$ cat config.mk
export PLATFORM = sky130hd
export DESIGN_NAME = teletext_data_unit_encoder_unit
export DESIGN_NICKNAME = d
export VERILOG_FILES = /design/src/hw/rtl/tdu_pkg.sv /design/src/hw/rtl/teletext_data_unit_encoder_unit.sv
export SDC_FILE = /design/constraint.sdc
export NUM_CORES = 1
export LEC_CHECK = 0
export ABC_AREA = 1
export BUFFER_PORTS_ARGS = -buffer_cell sky130_fd_sc_hd__buf_2
export CAP_MARGIN = 40
export CORE_MARGIN = 10
export CORE_UTILIZATION = 55
export CTS_CLUSTER_SIZE = 30
export DETAILED_ROUTE_END_ITERATION = 16
export PLACE_DENSITY = 0.74
export SYNTH_ARGS = -nofsm -noshare
export SYNTH_HDL_FRONTEND = slang
export SYNTH_SLANG_ARGS = --single-unit
$ cat constraint.sdc
create_clock -name i_clk -period 7.9 [get_ports i_clk]
set_input_delay 1.185 -clock i_clk [delete_from_list [all_inputs] [get_ports i_clk]]
set_output_delay 1.185 -clock i_clk [all_outputs]
set_load 0.02 [all_outputs]
$ cat src/hw/rtl/tdu_pkg.sv
`timescale 1ns / 1ps
package tdu_pkg;

    localparam int ROW_COUNT      = 24;
    localparam int COLS           = 40;
    localparam int ROW0_FIRST_COL = 8;
    localparam int SPLIT_ROW      = 13;

    localparam logic [7:0] TEXT_UNIT_ID = 8'h02;
    localparam logic [7:0] UNIT_LEN     = 8'h2C;
    localparam logic [7:0] FRAMING      = 8'hE4;
    localparam logic [7:0] STUFF_BYTE   = 8'hFF;
    localparam logic [7:0] PAR_OFF_BASE = 8'hC0;
    localparam logic [4:0] OFFSET_MASK  = 5'h1F;

    // bytes per data unit kind
    localparam logic [5:0] LEN_STUFF    = 6'd46;
    localparam logic [5:0] LEN_ROW0     = 6'd15;
    localparam logic [5:0] LEN_ROWN     = 6'd7;
    localparam logic [5:0] LEN_CHAR     = 6'd1;
    localparam logic [5:0] LEN_NONE     = 6'd0;

    typedef enum logic [1:0] {
        CFG_MAGAZINE = 2'd0,
        CFG_PAGE     = 2'd1,
        CFG_SUBCODE  = 2'd2,
        CFG_CONTROL  = 2'd3
    } t_cfg_index;

    typedef struct packed {
        logic       mode;
        logic [4:0] row;
        logic [5:0] column;
        logic [7:0] char_code;
    } t_in_item;

    typedef struct packed {
        logic [7:0] out_byte;
        logic       last_of_run;
    } t_out_item;

    function automatic logic [7:0] rev8(input logic [7:0] v);
        logic [7:0] r;
        for (int i = 0; i < 8; i++) begin
            r[i] = v[7 - i];
        end
        return r;
    endfunction

    function automatic logic [7:0] odd_par(input logic [7:0] c);
        return {~(^c[6:0]), c[6:0]};
    endfunction

    // hamming 8/4, already in transmission order
    function automatic logic [7:0] ham(input logic [3:0] nib);
        logic [7:0] h;
        case (nib)
            4'h0:    h = 8'h15;
            4'h1:    h = 8'h02;
            4'h2:    h = 8'h49;
            4'h3:    h = 8'h5E;
            4'h4:    h = 8'h64;
            4'h5:    h = 8'h73;
            4'h6:    h = 8'h38;
            4'h7:    h = 8'h2F;
            4'h8:    h = 8'hD0;
            4'h9:    h = 8'hC7;
            4'hA:    h = 8'h8C;
            4'hB:    h = 8'h9B;
            4'hC:    h = 8'hA1;
            4'hD:    h = 8'hB6;
            4'hE:    h = 8'hFD;
            default: h = 8'hEA;
        endcase
        return rev8(h);
    endfunction

endpackage

$ cat src/hw/rtl/teletext_data_unit_encoder_unit.sv
`timescale 1ns / 1ps
// Teletext data-unit encoder. Each accepted input (one page character tagged with row and
// column, or a stuffing request) is held in an input register and expands into 0 to 46
// output bytes, one per cycle unless the output stalls, through a result register that
// decouples the output side. A plain character yields one byte, a row's first character 7
// (15 for row 0), a stuffing unit 46; the byte sequencer over the held item counts them out,
// and the next input is taken in the same cycle the last byte of the current one moves out.
// Inputs that produce nothing (row 0 columns below 8, rows or columns out of range) retire
// with no byte. Configuration writes take effect at once and are always accepted.
module teletext_data_unit_encoder_unit (
    input  logic              i_clk,
    input  logic              i_rst_n,
    input  logic              i_in_valid,
    output logic              o_in_ready,
    input  tdu_pkg::t_in_item i_in_data,
    output logic              o_out_valid,
    input  logic              i_out_ready,
    output tdu_pkg::t_out_item o_out_data,
    input  logic              i_cfg_valid,
    output logic              o_cfg_ready,
    input  logic [1:0]        i_cfg_index,
    input  logic [12:0]       i_cfg_data
);
    import tdu_pkg::*;

    logic [2:0]  r_magazine;
    logic [7:0]  r_page;
    logic [12:0] r_subcode;
    logic [10:0] r_control;

    logic        r_cur_valid;
    t_in_item    r_cur;
    logic [5:0]  r_idx;
    logic        r_out_valid;
    t_out_item   r_out;

    logic        out_load;
    logic        is_start;
    logic [5:0]  len;
    logic        last;
    logic        done;
    logic        emit;
    logic [7:0]  par_off;
    logic [7:0]  hdr_byte;
    logic [7:0]  cur_byte;
    logic [4:0]  offset;
    logic [5:0]  n_idx;

    assign o_cfg_ready = 1'b1;

    always_ff @(posedge i_clk) begin
        if (!i_rst_n) begin
            r_magazine <= 3'd1;
            r_page     <= 8'd0;
            r_subcode  <= 13'd0;
            r_control  <= 11'h090;
        end else if (i_cfg_valid) begin
            case (t_cfg_index'(i_cfg_index))
                CFG_MAGAZINE: r_magazine <= i_cfg_data[2:0];
                CFG_PAGE:     r_page     <= i_cfg_data[7:0];
                CFG_SUBCODE:  r_subcode  <= i_cfg_data;
                CFG_CONTROL:  r_control  <= i_cfg_data[10:0];
                default:      r_magazine <= r_magazine;
            endcase
        end
    end

    // classify the held item
    always_comb begin
        is_start = ((r_cur.row == 5'd0) && (r_cur.column == 6'(ROW0_FIRST_COL))) ||
                   ((r_cur.row != 5'd0) && (r_cur.column == 6'd0));
        if (r_cur.mode) begin
            len = LEN_STUFF;
        end else if ((r_cur.row >= 5'(ROW_COUNT)) || (r_cur.column >= 6'(COLS)) ||
                     ((r_cur.row == 5'd0) && (r_cur.column < 6'(ROW0_FIRST_COL)))) begin
            len = LEN_NONE;
        end else if (is_start && (r_cur.row == 5'd0)) begin
            len = LEN_ROW0;
        end else if (is_start) begin
            len = LEN_ROWN;
        end else begin
            len = LEN_CHAR;
        end
    end

    always_comb begin
        if (r_cur.row < 5'(SPLIT_ROW)) begin
            offset  = r_cur.row + 5'd7;
            par_off = PAR_OFF_BASE | 8'h20 | {3'd0, offset & OFFSET_MASK};
        end else begin
            offset  = r_cur.row - 5'd5;
            par_off = PAR_OFF_BASE | {3'd0, offset & OFFSET_MASK};
        end
    end

    always_comb begin
        case (r_idx[3:0])
            4'd0:    hdr_byte = TEXT_UNIT_ID;
            4'd1:    hdr_byte = UNIT_LEN;
            4'd2:    hdr_byte = par_off;
            4'd3:    hdr_byte = FRAMING;
            4'd4:    hdr_byte = ham({r_cur.row[0], r_magazine});
            4'd5:    hdr_byte = ham(r_cur.row[4:1]);
            4'd6:    hdr_byte = ham(r_page[3:0]);
            4'd7:    hdr_byte = ham(r_page[7:4]);
            4'd8:    hdr_byte = ham(r_subcode[3:0]);
            4'd9:    hdr_byte = ham({r_control[0], r_subcode[6:4]});
            4'd10:   hdr_byte = ham(r_subcode[10:7]);
            4'd11:   hdr_byte = ham({r_control[2:1], r_subcode[12:11]});
            4'd12:   hdr_byte = ham(r_control[6:3]);
            default: hdr_byte = ham(r_control[10:7]);
        endcase
    end

    always_comb begin
        if (r_cur.mode) begin
            cur_byte = (r_idx == 6'd1) ? UNIT_LEN : STUFF_BYTE;
        end else if (r_idx < (len - 6'd1)) begin
            cur_byte = hdr_byte;
        end else begin
            cur_byte = rev8(odd_par(r_cur.char_code));
        end
    end

    assign out_load   = !r_out_valid || i_out_ready;
    assign last       = (r_idx == (len - 6'd1));
    assign emit       = r_cur_valid && (len != LEN_NONE) && out_load;
    assign done       = r_cur_valid && ((len == LEN_NONE) || (out_load && last));
    assign o_in_ready = !r_cur_valid || done;

    always_comb begin
        n_idx = r_idx;
        if (done) begin
            n_idx = 6'd0;
        end else if (emit) begin
            n_idx = r_idx + 6'd1;
        end
    end

    always_ff @(posedge i_clk) begin
        if (!i_rst_n) begin
            r_cur_valid <= 1'b0;
            r_idx       <= 6'd0;
            r_out_valid <= 1'b0;
        end else begin
            r_idx <= n_idx;
            if (o_in_ready) begin
                r_cur_valid <= i_in_valid;
            end
            if (out_load) begin
                r_out_valid <= emit;
            end
        end
    end

    always_ff @(posedge i_clk) begin
        if (i_in_valid && o_in_ready) begin
            r_cur <= i_in_data;
        end
        if (emit) begin
            r_out.out_byte    <= cur_byte;
            r_out.last_of_run <= last;
        end
    end

    assign o_out_valid = r_out_valid;
    assign o_out_data  = r_out;

    // sequencer never runs past the length of the held item
    a_idx_in_range: assert property (@(posedge i_clk) disable iff (!i_rst_n)
        r_cur_valid && (len != LEN_NONE) |-> r_idx < len)
        else $error("byte index beyond data unit length");

    // a new transfer in while an item is held only when that item retires
    a_no_overwrite: assert property (@(posedge i_clk) disable iff (!i_rst_n)
        i_in_valid && o_in_ready && r_cur_valid |-> done)
        else $error("held item replaced before its last byte");

    // index restarts after a retired item
    a_idx_restart: assert property (@(posedge i_clk) disable iff (!i_rst_n)
        done |=> r_idx == 6'd0)
        else $error("byte index not cleared after last byte");

endmodule
---- Word-level counts from Yosys, hierarchy flattened ----
Memories as Yosys holds them, arrays and structs flattened. A register that Yosys moved wholly into a read port is not among the register bits.
Cells that the tools add are included.
Widths: inputs -> output; s select.
word-level totals
  register bits ........................... 71
  latch bits .............................. 0
  memory bits (writable) .................. 0
  bits in read-only memories .............. 1280
  bits of input ports ..................... 40
  output and inout bits ................... 12
  word-level logic and storage cells ...... 104
  memories ................................ 10
operators by class
  add/subtract/negate cells ............... 4
  $mul .................................... 0
  div/mod/pow operators ................... 0
  $lt $le $gt $ge ......................... 5
  equality and inequality tests ........... 18
  shift operators ......................... 0
  mux-type cells .......................... 22
  bitwise operators ....................... 2
  reductions and logical operators ........ 30
memory list
  name             depth  width  read ports  clocked after Yosys merged registers in  write ports  RTL line       source
  (no name shown)  16     8      1           0                                        0            tdu_pkg.sv:57  case (nib)
  (no name shown)  16     8      1           1                                        0            tdu_pkg.sv:57
  (no name shown)  16     8      1           1                                        0            tdu_pkg.sv:57
  (no name shown)  16     8      1           1                                        0            tdu_pkg.sv:57
  (no name shown)  16     8      1           1                                        0            tdu_pkg.sv:57
  (no name shown)  16     8      1           0                                        0            tdu_pkg.sv:57
  4 more memories  -      -      -           -                                        -            -
operator list
  operator             number
  $pmux 8 s13          1
  $mux 4               15
  $mux 8               3
  $eq 4x4->1 const B   5
  $eq 4x3->1 const B   4
  $logic_not 6->1      2
  $mux 6               2
  $logic_and 1x1->1    9
  $eq 4x2->1 const B   2
  $reduce_and 2->1     4
  $reduce_xor 7->1     1
  $add 6x1->6 const B  1
  $eq 6x1->1 const B   1
  $eq 6x4->1 const B   1
  $eq 6x6->1           1
  $ge 6x6->1 const B   1
  $logic_or 1x1->1     6
  $lt 6x4->1 const B   1
  $lt 6x6->1           1
  $reduce_bool 6->1    1
  $sub 6x1->6 const B  1
  $add 5x3->5 const B  1
  $ge 5x5->1 const B   1
  $logic_not 5->1      1
  12 further kinds     15

---- Depth between registers and ports, before layout ----
Gate-level depths: netlist of run 1.
  word-level depth ........................ 15
  gate-level depth with buffers ........... 26
  mapped depth without buffers ............ 25

---- Worst setup path after synthesis of run 1 ----
No wires, ideal clock.
  path type ............................... reg-to-output
  start point ............................. register r_cur[14] (netlist name)
  end point ............................... output o_in_ready
  arrival time ............................ 2320 ps
  required time ........................... 6715 ps
  path slack .............................. 4395 ps
  stages on the path, launching flop included .. 20
  buffers on the path ..................... 0
  path through ............................ edfxtp_1 > inv_1 > ha_1 > inv_1 > nor2_1 > nand2_1 > nor2_1 > nor2_2 > nand3_2 > nand2_1 > inv_1 > ha_1 > nand2_1 > ha_1 > nand2_1 > inv_1 > nand3_1 > nor2_1 > nand2_1 > nand3_4
on the way
  longest elaborated chain between the ends .. 13
  elaborated cells between the ends (all ways) .. 21
  classes of those cells .................. add/sub: 1; order compare: 1; eq/ne: 1; mux: 4; reduce/logical: 14
RTL lines
  element                                                             RTL line                                source
  start: declaration                                                  teletext_data_unit_encoder_unit.sv:32   t_in_item r_cur;
  start signal: assignment                                            teletext_data_unit_encoder_unit.sv:158  r_cur <= i_in_data;
  parallel branches: the longest is 5 deep, another holds $ge 5x5->1  -
  $mux 4 *                                                            teletext_data_unit_encoder_unit.sv:74   end else if ((r_cur.row >= 5'(ROW_COUNT)) || (r_cur.column >= 6'(COLS)) ||
  $mux 6 *                                                            teletext_data_unit_encoder_unit.sv:72   if (r_cur.mode) begin
  $sub 6x1->6 *                                                       teletext_data_unit_encoder_unit.sv:126  assign last = (r_idx == (len - 6'd1));
  $eq 6x6->1 *                                                        teletext_data_unit_encoder_unit.sv:126
  via last                                                            teletext_data_unit_encoder_unit.sv:40   logic last;
  $logic_and 1x1->1 *                                                 teletext_data_unit_encoder_unit.sv:128  assign done = r_cur_valid && ((len == LEN_NONE) || (out_load && last));
  $logic_or 1x1->1 *                                                  teletext_data_unit_encoder_unit.sv:128
  $logic_and 1x1->1 *                                                 teletext_data_unit_encoder_unit.sv:128
  $logic_or 1x1->1 *                                                  teletext_data_unit_encoder_unit.sv:129  assign o_in_ready = !r_cur_valid || done;
  end: declaration                                                    teletext_data_unit_encoder_unit.sv:14   output logic o_in_ready,
Mark *: on every way through the listed nets, which the timed path passes.

---- Final worst setup path of run 1 ----
Ends and elaborated chain as after synthesis.

==> results of run 1 <==
worst max-delay path: stages, from the launching register on:
cell and delay (ns):
sky130_fd_sc_hd__edfxtp_1 0.45, sky130_fd_sc_hd__inv_1 0.13, sky130_fd_sc_hd__ha_1 0.23, sky130_fd_sc_hd__inv_1 0.05, sky130_fd_sc_hd__nor2_1 0.03, sky130_fd_sc_hd__nand2_1 0.10
sky130_fd_sc_hd__nor2_1 0.06, sky130_fd_sc_hd__nor2_2 0.11, sky130_fd_sc_hd__nand3_2 0.10, sky130_fd_sc_hd__nand2_1 0.07, sky130_fd_sc_hd__inv_1 0.08, sky130_fd_sc_hd__ha_1 0.24
sky130_fd_sc_hd__xnor2_1 0.15, sky130_fd_sc_hd__ha_1 0.31, sky130_fd_sc_hd__nand3_1 0.10, sky130_fd_sc_hd__nor2_1 0.15, sky130_fd_sc_hd__nand2_1 0.14, sky130_fd_sc_hd__nand3_4 0.16
sky130_fd_sc_hd__buf_2 0.19
report_power, final:
part / switching [µW] / leakage [µW] / internal, µW
registers: 24.0 / 0.00108 / 719
logic: 133 / 0.00171 / 75.1
clock network: 302 / 0.000286 / 486
total: 458 / 0.00308 / 1280
worst min-delay path by stage:
stage                               from                   endpoint  cells after the start
2_1_floorplan  r_subcode[2]$_SDFFE_PN0P_  r_subcode[2]$_SDFFE_PN0P_                      2
3_3_place_gp   r_subcode[2]$_SDFFE_PN0P_  r_subcode[2]$_SDFFE_PN0P_                      2
3_5_place_dp   r_control[4]$_SDFFE_PN1P_  r_control[4]$_SDFFE_PN1P_                      2
4_1_cts        r_subcode[3]$_SDFFE_PN0P_  r_subcode[3]$_SDFFE_PN0P_                      2
5_1_grt        r_subcode[2]$_SDFFE_PN0P_  r_subcode[2]$_SDFFE_PN0P_                      2
6_report       r_subcode[3]$_SDFFE_PN0P_  r_subcode[3]$_SDFFE_PN0P_                      2
cell usage in the layout, fill, tap and decap left out, types with 3 or more instances in the layout:
cell type / Yosys / layout
sky130_fd_sc_hd__a211oi_1: 5 / 5
sky130_fd_sc_hd__nand3_2: 4 / 4
sky130_fd_sc_hd__xnor2_1: 30 / 30
sky130_fd_sc_hd__a21oi_1: 22 / 22
sky130_fd_sc_hd__nor3_4: 3 / 3
sky130_fd_sc_hd__edfxtp_1: 28 / 28
sky130_fd_sc_hd__o211ai_1: 4 / 4
sky130_fd_sc_hd__nor2_1: 81 / 81
sky130_fd_sc_hd__o21ai_1: 6 / 6
sky130_fd_sc_hd__bufinv_16: 0 / 3
sky130_fd_sc_hd__clkinvlp_4: 0 / 3
sky130_fd_sc_hd__inv_1: 65 / 65
sky130_fd_sc_hd__nor2_2: 12 / 12
sky130_fd_sc_hd__dfxtp_1: 99 / 99
sky130_fd_sc_hd__nand2_1: 160 / 160
sky130_fd_sc_hd__xor2_2: 4 / 4
sky130_fd_sc_hd__o21ai_0: 43 / 43
sky130_fd_sc_hd__buf_2: 2 / 49
sky130_fd_sc_hd__nor3_1: 15 / 15
sky130_fd_sc_hd__ha_1: 17 / 17
sky130_fd_sc_hd__xor2_1: 20 / 20
sky130_fd_sc_hd__nand2_2: 7 / 7
sky130_fd_sc_hd__inv_2: 9 / 9
sky130_fd_sc_hd__xnor2_2: 3 / 3
sky130_fd_sc_hd__or2_2: 4 / 4
sky130_fd_sc_hd__nand3_1: 31 / 31
sky130_fd_sc_hd__clkbuf_16: 0 / 16
sky130_fd_sc_hd__nand4_1: 14 / 14
cell families after synthesis:
| group | count (synthesis) | share of synthesized area |
|---|---|---|
| AOI/OAI and AO/OA | 90 | 0.08747 |
| muxes | 1 | 0.001658 |
| buffers and inverters | 85 | 0.06010 |
| xor gates and xnor gates | 57 | 0.09140 |
| other | 1 | 0.0006212 |
| and+or+nand+nor | 340 | 0.2560 |
| adders and majority gates | 17 | 0.03523 |
| DFF | 127 | 0.4676 |
final cells by class:
cell class | instances | area share
Timing Repair Buffer | 49 | 0.03517
Inverter | 75 | 0.04037
Clock inverter | 14 | 0.02620
Sequential cell | 127 | 0.4048
Tap cell | 140 | 0.02512
Multi-Input combinational cell | 506 | 0.4089
Clock buffer | 17 | 0.05939
layer usage:
layer  track usage  routed length, µm  vias up
li1              -                  -     2453
met1        0.2169               6201     2183
met2        0.3002               6862      166
met3       0.05404                758       38
met4       0.08156                472        0
met5             0                  0        -
through the flow:
stage / util / hold WS [ns] / setup WS, ns / cells
2_1_floorplan: - / 0.4810 / 4.395 / 718
3_3_place_gp: 0.5908 / 0.5019 / 3.944 / 897
3_5_place_dp: 0.5908 / 0.5150 / 3.875 / 897
4_1_cts: 0.6461 / 0.5336 / 3.298 / 928
5_1_grt: 0.6461 / 0.5719 / 2.965 / 928
6_report: 0.6461 / 0.5293 / 3.324 / 928
synth_stat cells (2+ instances only):
| library cell | instances |
|---|---|
| sky130_fd_sc_hd__nand2_2 | 7 |
| sky130_fd_sc_hd__a21oi_1 | 22 |
| sky130_fd_sc_hd__nand2_1 | 160 |
| sky130_fd_sc_hd__nor2_1 | 81 |
| sky130_fd_sc_hd__nor2_2 | 12 |
| sky130_fd_sc_hd__buf_6 | 5 |
| sky130_fd_sc_hd__nand3b_1 | 2 |
| sky130_fd_sc_hd__nor3_1 | 15 |
| sky130_fd_sc_hd__inv_2 | 9 |
| sky130_fd_sc_hd__nand3_1 | 31 |
| sky130_fd_sc_hd__nor2_4 | 2 |
| sky130_fd_sc_hd__or2_2 | 4 |
| sky130_fd_sc_hd__o21ai_1 | 6 |
| sky130_fd_sc_hd__nor3_2 | 2 |
| sky130_fd_sc_hd__xnor2_1 | 30 |
| sky130_fd_sc_hd__o21ai_0 | 43 |
| sky130_fd_sc_hd__o211ai_1 | 4 |
| sky130_fd_sc_hd__o211ai_4 | 2 |
| sky130_fd_sc_hd__dfxtp_1 | 99 |
| sky130_fd_sc_hd__nor3b_1 | 2 |
| sky130_fd_sc_hd__edfxtp_1 | 28 |
| sky130_fd_sc_hd__xor2_2 | 4 |
| sky130_fd_sc_hd__nor3_4 | 3 |
| sky130_fd_sc_hd__inv_1 | 65 |
| sky130_fd_sc_hd__ha_1 | 17 |
| sky130_fd_sc_hd__a211oi_1 | 5 |
| sky130_fd_sc_hd__xor2_1 | 20 |
| sky130_fd_sc_hd__nand4_1 | 14 |
| sky130_fd_sc_hd__buf_2 | 2 |
| sky130_fd_sc_hd__nand3_2 | 4 |
| sky130_fd_sc_hd__xnor2_2 | 3 |
==> results.sh, run 1 <==
export IMPL_p_leak_uw=0.003080
export IMPL_remaining_drc_errors=0
export IMPL_number_of_buffers_added_by_the_clock_tree_synthesis_step=17
export IMPL_timing_reg2reg_worst_path_depth=23
export IMPL_finalHoldViolCount=0
export IMPL_area_occupied_by_registers_um2=2823
export IMPL_cts_repair_timing_setup_buffer_count=0
export IMPL_clk_root_buffer_cell="sky130_fd_sc_hd__clkbuf_8"
export IMPL_max_cap_violations=0
export IMPL_totalWireLength_mm=14.30
export IMPL_route_vias_total=4840
export IMPL_num_fill_cells=896
export IMPL_syn_area_um2=6037
export IMPL_synth_area_leaders="sky130_fd_sc_hd__dfxtp_1 33%, sky130_fd_sc_hd__edfxtp_1 14%, sky130_fd_sc_hd__nand2_1 9.9%"
export IMPL_floorplan_die_width_um=124.8
export IMPL_fin_total_pwr_uw=1738
export IMPL_period_needed_ns=4.576
export IMPL_yosys_area_top_type_share=0.3283
export IMPL_worstReg2RegStart="r_cur[14]$_DFFE_PN_"
export IMPL_buffer_ports_inserted=49
export IMPL_maximum_number_of_pins_on_one_net_before_global_route_repair=36
export IMPL_yosys_cell_types_count=46
export IMPL_clock_sinks=127
export IMPL_final_area_um2=6973
export IMPL_crit_startpoint="r_cur[14]$_DFFE_PN_"
export IMPL_synth_top_flop_cell="sky130_fd_sc_hd__dfxtp_1"
export IMPL_clkLatencyLatePin_ns=0.52
export IMPL_r2r_slack_ns=4.22
export IMPL_gp_congestion=0.9356
export IMPL_cts_htree_levels=4
export IMPL_synth_yosys_warnings=0
export IMPL_floorplan_die_area_um2=15570
export IMPL_critical_path_peak_fanout=9
export IMPL_ys_async_rst_share=0
export IMPL_clkSlewWorstSetupHoldPaths_ns=0.06
export IMPL_syn_instance_count=718
export IMPL_synth_seq_cells=127
export IMPL_final_max_slew_violation_count=0
export IMPL_synth_enable_flop_cells=28
export IMPL_power_density_nw_per_um2=249.3
export IMPL_proportion_of_layout_cells_with_a_drive_suffix_above_1=0.1701
export IMPL_synthToLayoutAreaGrowth_pct=15.50
export IMPL_synthesis_nets=775
export IMPL_count_of_tritonroute_iterations_in_the_first_routing_pass=5
export IMPL_start_util=0.5594
export IMPL_cts_hold_fix_buffers=0
export IMPL_top_level_ports=52
export IMPL_setup_violations=0
export IMPL_worst_slew_pin_transition_ns=0.6725
export IMPL_detailedPlacementHpwl_mm=10.81
export IMPL_placement_rows=38
export IMPL_count_of_nets_after_finishing=833
export IMPL_vdd_ir_drop_max_v=0.0001985
export IMPL_timing_clock_skew_ns=0.007008
export IMPL_timing_critical_path_arrival_ns=3.39
export IMPL_die_y_um=124.8
export IMPL_min_path_type="reg2reg"
export IMPL_fmaxAchievable_mhz=218.5
export IMPL_post_cts_resize_count=0
export IMPL_synthDominantAreaCellType="sky130_fd_sc_hd__dfxtp_1"
export IMPL_core_um2=10790
export IMPL_grt_first_pass_wirelength_mm=23.40
export IMPL_drt_vias_per_instance=5.216
export IMPL_final_period_utilization=0.5793
export IMPL_slew_hr=0.5517
export IMPL_criticalPathCategory="reg2out"
export IMPL_grt_setup_unrepaired="false"
export IMPL_synth_yosys_seq_area_share=0.4676
export IMPL_timing_critical_path_to_type="output port"
export IMPL_insertedDiodeCount=0
export IMPL_tritoncts="built"
export IMPL_average_wire_length_per_cell_after_detail_routing_um=15.40
export IMPL_setup_tns_final_ns=0
export IMPL_grt_pass1_vias=4904
export IMPL_drt_initial_drc_count=341
export IMPL_placement_cell_area_um2=6376
export IMPL_postSynthAreaPerCell_um2=8.408
export IMPL_outcome="finished, final reports clean"
export IMPL_antenna_found_initial=0
export IMPL_grt_overflow_total=0
export IMPL_max_clock_path_buffers=2
export IMPL_worst_endpoint_required_ns=6.71
export IMPL_global_route_usage_total=0.1832
export IMPL_critPathLaunchType="flop"
export IMPL_crit_path_end="o_in_ready"
export IMPL_multi_input_comb_area_um2=2851
export IMPL_detail_route_antenna_nets=0
Note: power is estimated with default switching activity, not from simulation.
==> inputs of run 2 (changes only) <==
==> constraint.sdc (replaced) <==
create_clock -name i_clk -period 4.5 [get_ports i_clk]
set_input_delay 0.675 -clock i_clk [delete_from_list [all_inputs] [get_ports i_clk]]
set_output_delay 0.675 -clock i_clk [all_outputs]
set_load 0.02 [all_outputs]
==> results.sh, run 2 (synthesis gave the netlist of run 1 again) <==
export IMPL_timing_clock_skew_ns=0.005032
export IMPL_detailedPlacementHpwl_mm=10.80
export IMPL_route_vias_total=4923
export IMPL_most_common_layout_cells="160 x sky130_fd_sc_hd__nand2_1, 99 x sky130_fd_sc_hd__dfxtp_1, 81 x sky130_fd_sc_hd__nor2_1"
export IMPL_start_util=0.5594
export IMPL_synthToLayoutAreaGrowth_pct=15.48
export IMPL_clkSlewWorstSetupHoldPaths_ns=0.06
export IMPL_remaining_drc_errors=0
export IMPL_max_clock_path_buffers=2
export IMPL_detail_route_antenna_nets=0
export IMPL_num_fill_cells=916
export IMPL_critical_path_peak_fanout=9
export IMPL_core_um2=10790
export IMPL_dpl_cells=897
export IMPL_grt_overflow_total=0
export IMPL_die_y_um=124.8
export IMPL_number_of_buffers_added_by_the_clock_tree_synthesis_step=17
export IMPL_insertedDiodeCount=0
export IMPL_final_period_utilization=0.9028
export IMPL_floorplan_die_width_um=124.8
export IMPL_grt_met2_usage=0.3009
export IMPL_average_wire_length_per_cell_after_detail_routing_um=15.41
export IMPL_vdd_ir_drop_max_v=0.0003127
export IMPL_setup_tns_final_ns=0
export IMPL_worst_slew_pin_transition_ns=0.6940
export IMPL_globalRouteMet1Util=0.2217
export IMPL_grt_pass1_vias=4852
export IMPL_global_route_usage_total=0.1868
export IMPL_totalWireLength_mm=14.31
export IMPL_critPathLaunchType="flop"
export IMPL_proportion_of_layout_cells_with_a_drive_suffix_above_1=0.1673
export IMPL_post_cts_resize_count=0
export IMPL_grt_first_pass_wirelength_mm=23.60
export IMPL_gp_congestion=0.9337
export IMPL_grt_busiest_layer="met2"
export IMPL_top_level_ports=52
export IMPL_min_path_type="in2reg"
export IMPL_cts_htree_levels=4
export IMPL_clkLatencyLatePin_ns=0.54
export IMPL_floorplan_die_area_um2=15570
export IMPL_buffer_ports_inserted=49
export IMPL_timing_critical_path_arrival_ns=3.39
export IMPL_groute_layer_met3_usage=0.05574
export IMPL_final_max_slew_violation_count=0
export IMPL_setup_violations=0
export IMPL_fmaxAchievable_mhz=246.2
export IMPL_finalHoldViolCount=0
export IMPL_drt_vias_per_instance=5.299
export IMPL_r2r_slack_ns=0.85
export IMPL_outcome="finished, final reports clean"
export IMPL_p_leak_uw=0.003086
export IMPL_count_of_tritonroute_iterations_in_the_first_routing_pass=5
export IMPL_fin_total_pwr_uw=3039
export IMPL_antenna_found_initial=0
export IMPL_maximum_number_of_pins_on_one_net_before_global_route_repair=36
export IMPL_worst_endpoint_required_ns=3.83
export IMPL_most_common_cell_after_layout_fill_and_taps_aside="sky130_fd_sc_hd__nand2_1"
export IMPL_timing_critical_path_to_type="output port"
export IMPL_period_needed_ns=4.062
export IMPL_grt_setup_unrepaired="false"
export IMPL_clk_root_buffer_cell="sky130_fd_sc_hd__clkbuf_8"
export IMPL_slew_hr=0.5373
export IMPL_stdcell_count=929
export IMPL_cts_repair_timing_setup_buffer_count=0
export IMPL_power_density_nw_per_um2=436.0
export IMPL_clock_sinks=127
export IMPL_tritoncts="built"
export IMPL_count_of_nets_after_finishing=833
export IMPL_criticalPathCategory="reg2out"
export IMPL_max_cap_violations=0
export IMPL_placement_rows=38
export IMPL_cts_hold_fix_buffers=0
export IMPL_drt_initial_drc_count=293
-- run 2: changes by cell type in the layout (fill, tap and decap cells not counted) --
| cell | change |
|---|---|
| sky130_fd_sc_hd__inv_6 | +1 |
| sky130_fd_sc_hd__inv_8 | -2 |
| sky130_fd_sc_hd__clkinv_2 | +1 |
| sky130_fd_sc_hd__clkinv_4 | -1 |
| sky130_fd_sc_hd__clkinvlp_4 | -2 |
| sky130_fd_sc_hd__bufinv_16 | -1 |
| sky130_fd_sc_hd__clkbuf_1 | +3 |
| sky130_fd_sc_hd__clkbuf_16 | +2 |
-- run 2: path summary, 6_finish.rpt --
path | from | to | cells after the start
worst max-delay path | r_cur[14]$_DFFE_PN_ | o_in_ready | 18
worst min-delay path | i_in_data[1] | r_cur[1]$_DFFE_PN_ | 1
worst max register to register | r_cur[14]$_DFFE_PN_ | flop | 23
worst min register to register | r_subcode[8]$_SDFFE_PN0P_ | r_subcode[8]$_SDFFE_PN0P_ | 2
-- run 2: metrics by stage --
| stage | cell area (µm²) | hold WS [ns] | util | setup slack, ns |
|---|---|---|---|---|
| floorplan | 6037 | 0.4810 | - | 1.355 |
| global placement | 6376 | 0.5018 | 0.5908 | 0.9627 |
| detailed placement | 6376 | 0.5098 | 0.5908 | 0.8626 |
| CTS | 6972 | 0.2836 | 0.6460 | 0.4134 |
| global route | 6972 | 0.2861 | 0.6460 | 0.1104 |
| finish | 6972 | 0.3069 | 0.6460 | 0.4376 |
-- run 2: area by class of cell --
class / instances / area (µm²) / area share
Multi-Input combinational cell: 506 / 2851 / 0.4090
Tap cell: 140 / 175.2 / 0.02513
Sequential cell: 127 / 2823 / 0.4049
Clock inverter: 10 / 120.1 / 0.01723
Timing Repair Buffer: 49 / 245.2 / 0.03518
Inverter: 75 / 281.5 / 0.04038
Clock buffer: 22 / 475.5 / 0.06820
-- run 2: worst max-delay path: stages, from the launching register on --
cell and delay (ns):
sky130_fd_sc_hd__edfxtp_1 0.45, sky130_fd_sc_hd__inv_1 0.13, sky130_fd_sc_hd__ha_1 0.23, sky130_fd_sc_hd__inv_1 0.05, sky130_fd_sc_hd__nor2_1 0.03, sky130_fd_sc_hd__nand2_1 0.10, sky130_fd_sc_hd__nor2_1 0.06, sky130_fd_sc_hd__nor2_2 0.12
sky130_fd_sc_hd__nand3_2 0.10, sky130_fd_sc_hd__nand2_1 0.08, sky130_fd_sc_hd__inv_1 0.08, sky130_fd_sc_hd__ha_1 0.24, sky130_fd_sc_hd__xnor2_1 0.15, sky130_fd_sc_hd__ha_1 0.30, sky130_fd_sc_hd__nand3_1 0.09, sky130_fd_sc_hd__nor2_1 0.14
sky130_fd_sc_hd__nand2_1 0.14, sky130_fd_sc_hd__nand3_4 0.16, sky130_fd_sc_hd__buf_2 0.19
-- run 2: report_power, final --
group,switching [µW],internal [µW],leakage (µW),total [µW]
clock,512,860,0.000292,1370
sequential,42.0,1260,0.00108,1300
combinational,232,131,0.00171,363
-- run 2: metal layers --
layer,share of wire,vias to the layer above
li1,-,2457
met1,0.44,2280
met2,0.47,148
met3,0.052,38
met4,0.032,0
met5,0,-
==> inputs of run 3 (changes only) <==
--- a/config.mk
+++ b/config.mk
@@ -13,6 +13,8 @@
 export CTS_CLUSTER_SIZE = 30
 export DETAILED_ROUTE_END_ITERATION = 16
 export PLACE_DENSITY = 0.74
+export SETUP_SLACK_MARGIN = 0.5
+export SKIP_CTS_REPAIR_TIMING = 1
 export SYNTH_ARGS = -nofsm -noshare
 export SYNTH_HDL_FRONTEND = slang
 export SYNTH_SLANG_ARGS = --single-unit
==> results.sh, run 3 (synthesis gave the netlist of run 1 again) <==
export IMPL_clock_sinks=127
export IMPL_clk_root_buffer_cell="sky130_fd_sc_hd__clkbuf_8"
export IMPL_outcome="finished, final reports clean"
export IMPL_setup_tns_final_ns=0
export IMPL_route_vias_total=4922
export IMPL_final_max_slew_violation_count=0
export IMPL_drt_initial_drc_count=263
export IMPL_clkLatencyLatePin_ns=0.54
export IMPL_finalHoldViolCount=0
export IMPL_global_route_usage_total=0.1868
export IMPL_proportion_of_layout_cells_with_a_drive_suffix_above_1=0.1836
export IMPL_critical_path_n_buffers_inverters=5
export IMPL_core_um2=10790
export IMPL_critical_path_max_stage_delay_ns=0.41
export IMPL_criticalPathCategory="reg2out"
export IMPL_vdd_ir_drop_max_v=0.0003105
export IMPL_remaining_drc_errors=0
export IMPL_dpl_cells=897
export IMPL_critical_path_peak_fanout=6
export IMPL_timing_critical_path_to_type="output port"
export IMPL_final_period_utilization=0.8377
export IMPL_average_wire_length_per_cell_after_detail_routing_um=15.48
export IMPL_maximum_number_of_pins_on_one_net_before_global_route_repair=36
export IMPL_placement_rows=38
export IMPL_drt_vias_per_instance=5.264
export IMPL_worst_endpoint_required_ns=3.83
export IMPL_worst_slew_pin_transition_ns=0.6944
export IMPL_period_needed_ns=3.770
export IMPL_die_y_um=124.8
export IMPL_gp_congestion=0.9337
export IMPL_timing_clock_skew_ns=0.005353
export IMPL_critPathLaunchType="flop"
export IMPL_min_path_type="in2reg"
export IMPL_count_of_nets_after_finishing=839
export IMPL_slew_hr=0.5371
export IMPL_top_level_ports=52
export IMPL_detail_route_antenna_nets=0
export IMPL_antenna_found_initial=0
export IMPL_critical_path_slowest_cell="sky130_fd_sc_hd__edfxtp_1"
export IMPL_cts_htree_levels=4
export IMPL_floorplan_die_area_um2=15570
export IMPL_number_of_buffers_added_by_the_clock_tree_synthesis_step=17
export IMPL_count_of_tritonroute_iterations_in_the_first_routing_pass=5
export IMPL_tritoncts="built"
export IMPL_most_common_cell_after_layout_fill_and_taps_aside="sky130_fd_sc_hd__nand2_1"
export IMPL_clkSlewWorstSetupHoldPaths_ns=0.06
export IMPL_most_common_layout_cells="158 x sky130_fd_sc_hd__nand2_1, 99 x sky130_fd_sc_hd__dfxtp_1, 79 x sky130_fd_sc_hd__nor2_1"
export IMPL_buffer_ports_inserted=49
export IMPL_fmaxAchievable_mhz=265.3
export IMPL_grt_pass1_vias=4852
export IMPL_grt_first_pass_wirelength_mm=23.60
export IMPL_insertedDiodeCount=0
export IMPL_grt_setup_unrepaired="false"
export IMPL_stdcell_count=935
export IMPL_setup_violations=0
export IMPL_max_clock_path_buffers=2
export IMPL_start_util=0.5594
export IMPL_max_cap_violations=0
export IMPL_floorplan_die_width_um=124.8
export IMPL_totalWireLength_mm=14.47
export IMPL_grt_overflow_total=0
export IMPL_p_leak_uw=0.003112
export IMPL_timing_critical_path_arrival_ns=3.09
export IMPL_worstPathCellList="inv_2 > ha_1 > inv_1 > nor2_1 > nand2_2 > nand2_1 > nand2_1 > nand3_2 > nand2_1 > inv_2 > ha_2 > nand2_1 > ha_1 > nand2_1 > inv_1 > nand3_1 > nor2_2 > nand2_2 > nand3_4 > buf_4"
export IMPL_power_density_nw_per_um2=433.4
export IMPL_detailedPlacementHpwl_mm=10.80
export IMPL_crit_path_frequent_cell="sky130_fd_sc_hd__nand2_1"
export IMPL_critical_path_top_delay_family="simple AND/OR/NAND/NOR gates"
export IMPL_synthToLayoutAreaGrowth_pct=16.48
## run 3: through the flow
stage	worst slack, ns	cell area [µm²]	total power, µW	hold WS, ns	utilization
floorplan	1.355	6037	1582	0.4810	-
global placement	0.9627	6376	1672	0.5018	0.5908
detailed placement	0.8626	6376	1689	0.5098	0.5908
CTS	0.4134	6972	3062	0.2836	0.6460
global route	0.4745	7032	3179	0.2861	0.6515
finish	0.7302	7032	3047	0.3075	0.6515
## run 3: final cells by class
cell class	instances	area, µm²
Multi-Input combinational cell	506	2864
Fill cell	908	3761
Tap cell	140	175.2
Clock buffer	22	475.5
Clock inverter	10	120.1
Inverter	75	281.5
Timing Repair Buffer	55	292.8
Sequential cell	127	2823
## run 3: routing by layer
layer / wire length [µm] / vias to the layer above / GRT usage
met5: 0 / - / 0
met4: 470 / 0 / 0.09184
met3: 702 / 37 / 0.05574
met2: 6913 / 139 / 0.3009
met1: 6386 / 2280 / 0.2217
li1: - / 2466 / -
## run 3: worst paths after layout
path | from | end | slack (ns) | cells after the start
worst max-delay path | r_cur[15]$_DFFE_PN_ | o_in_ready | 0.73 | 20
worst min-delay path | i_in_data[1] | r_cur[1]$_DFFE_PN_ | 0.31 | 1
worst max register to register | r_cur[15]$_DFFE_PN_ | flop | 0.99 | 26
worst min register to register | r_subcode[8]$_SDFFE_PN0P_ | r_subcode[8]$_SDFFE_PN0P_ | 0.52 | 2
## run 3: power by group
part	switching [µW]	internal (µW)
Combinational	236	137
Clock	510	860
Sequential	41.8	1260
Total	788	2260
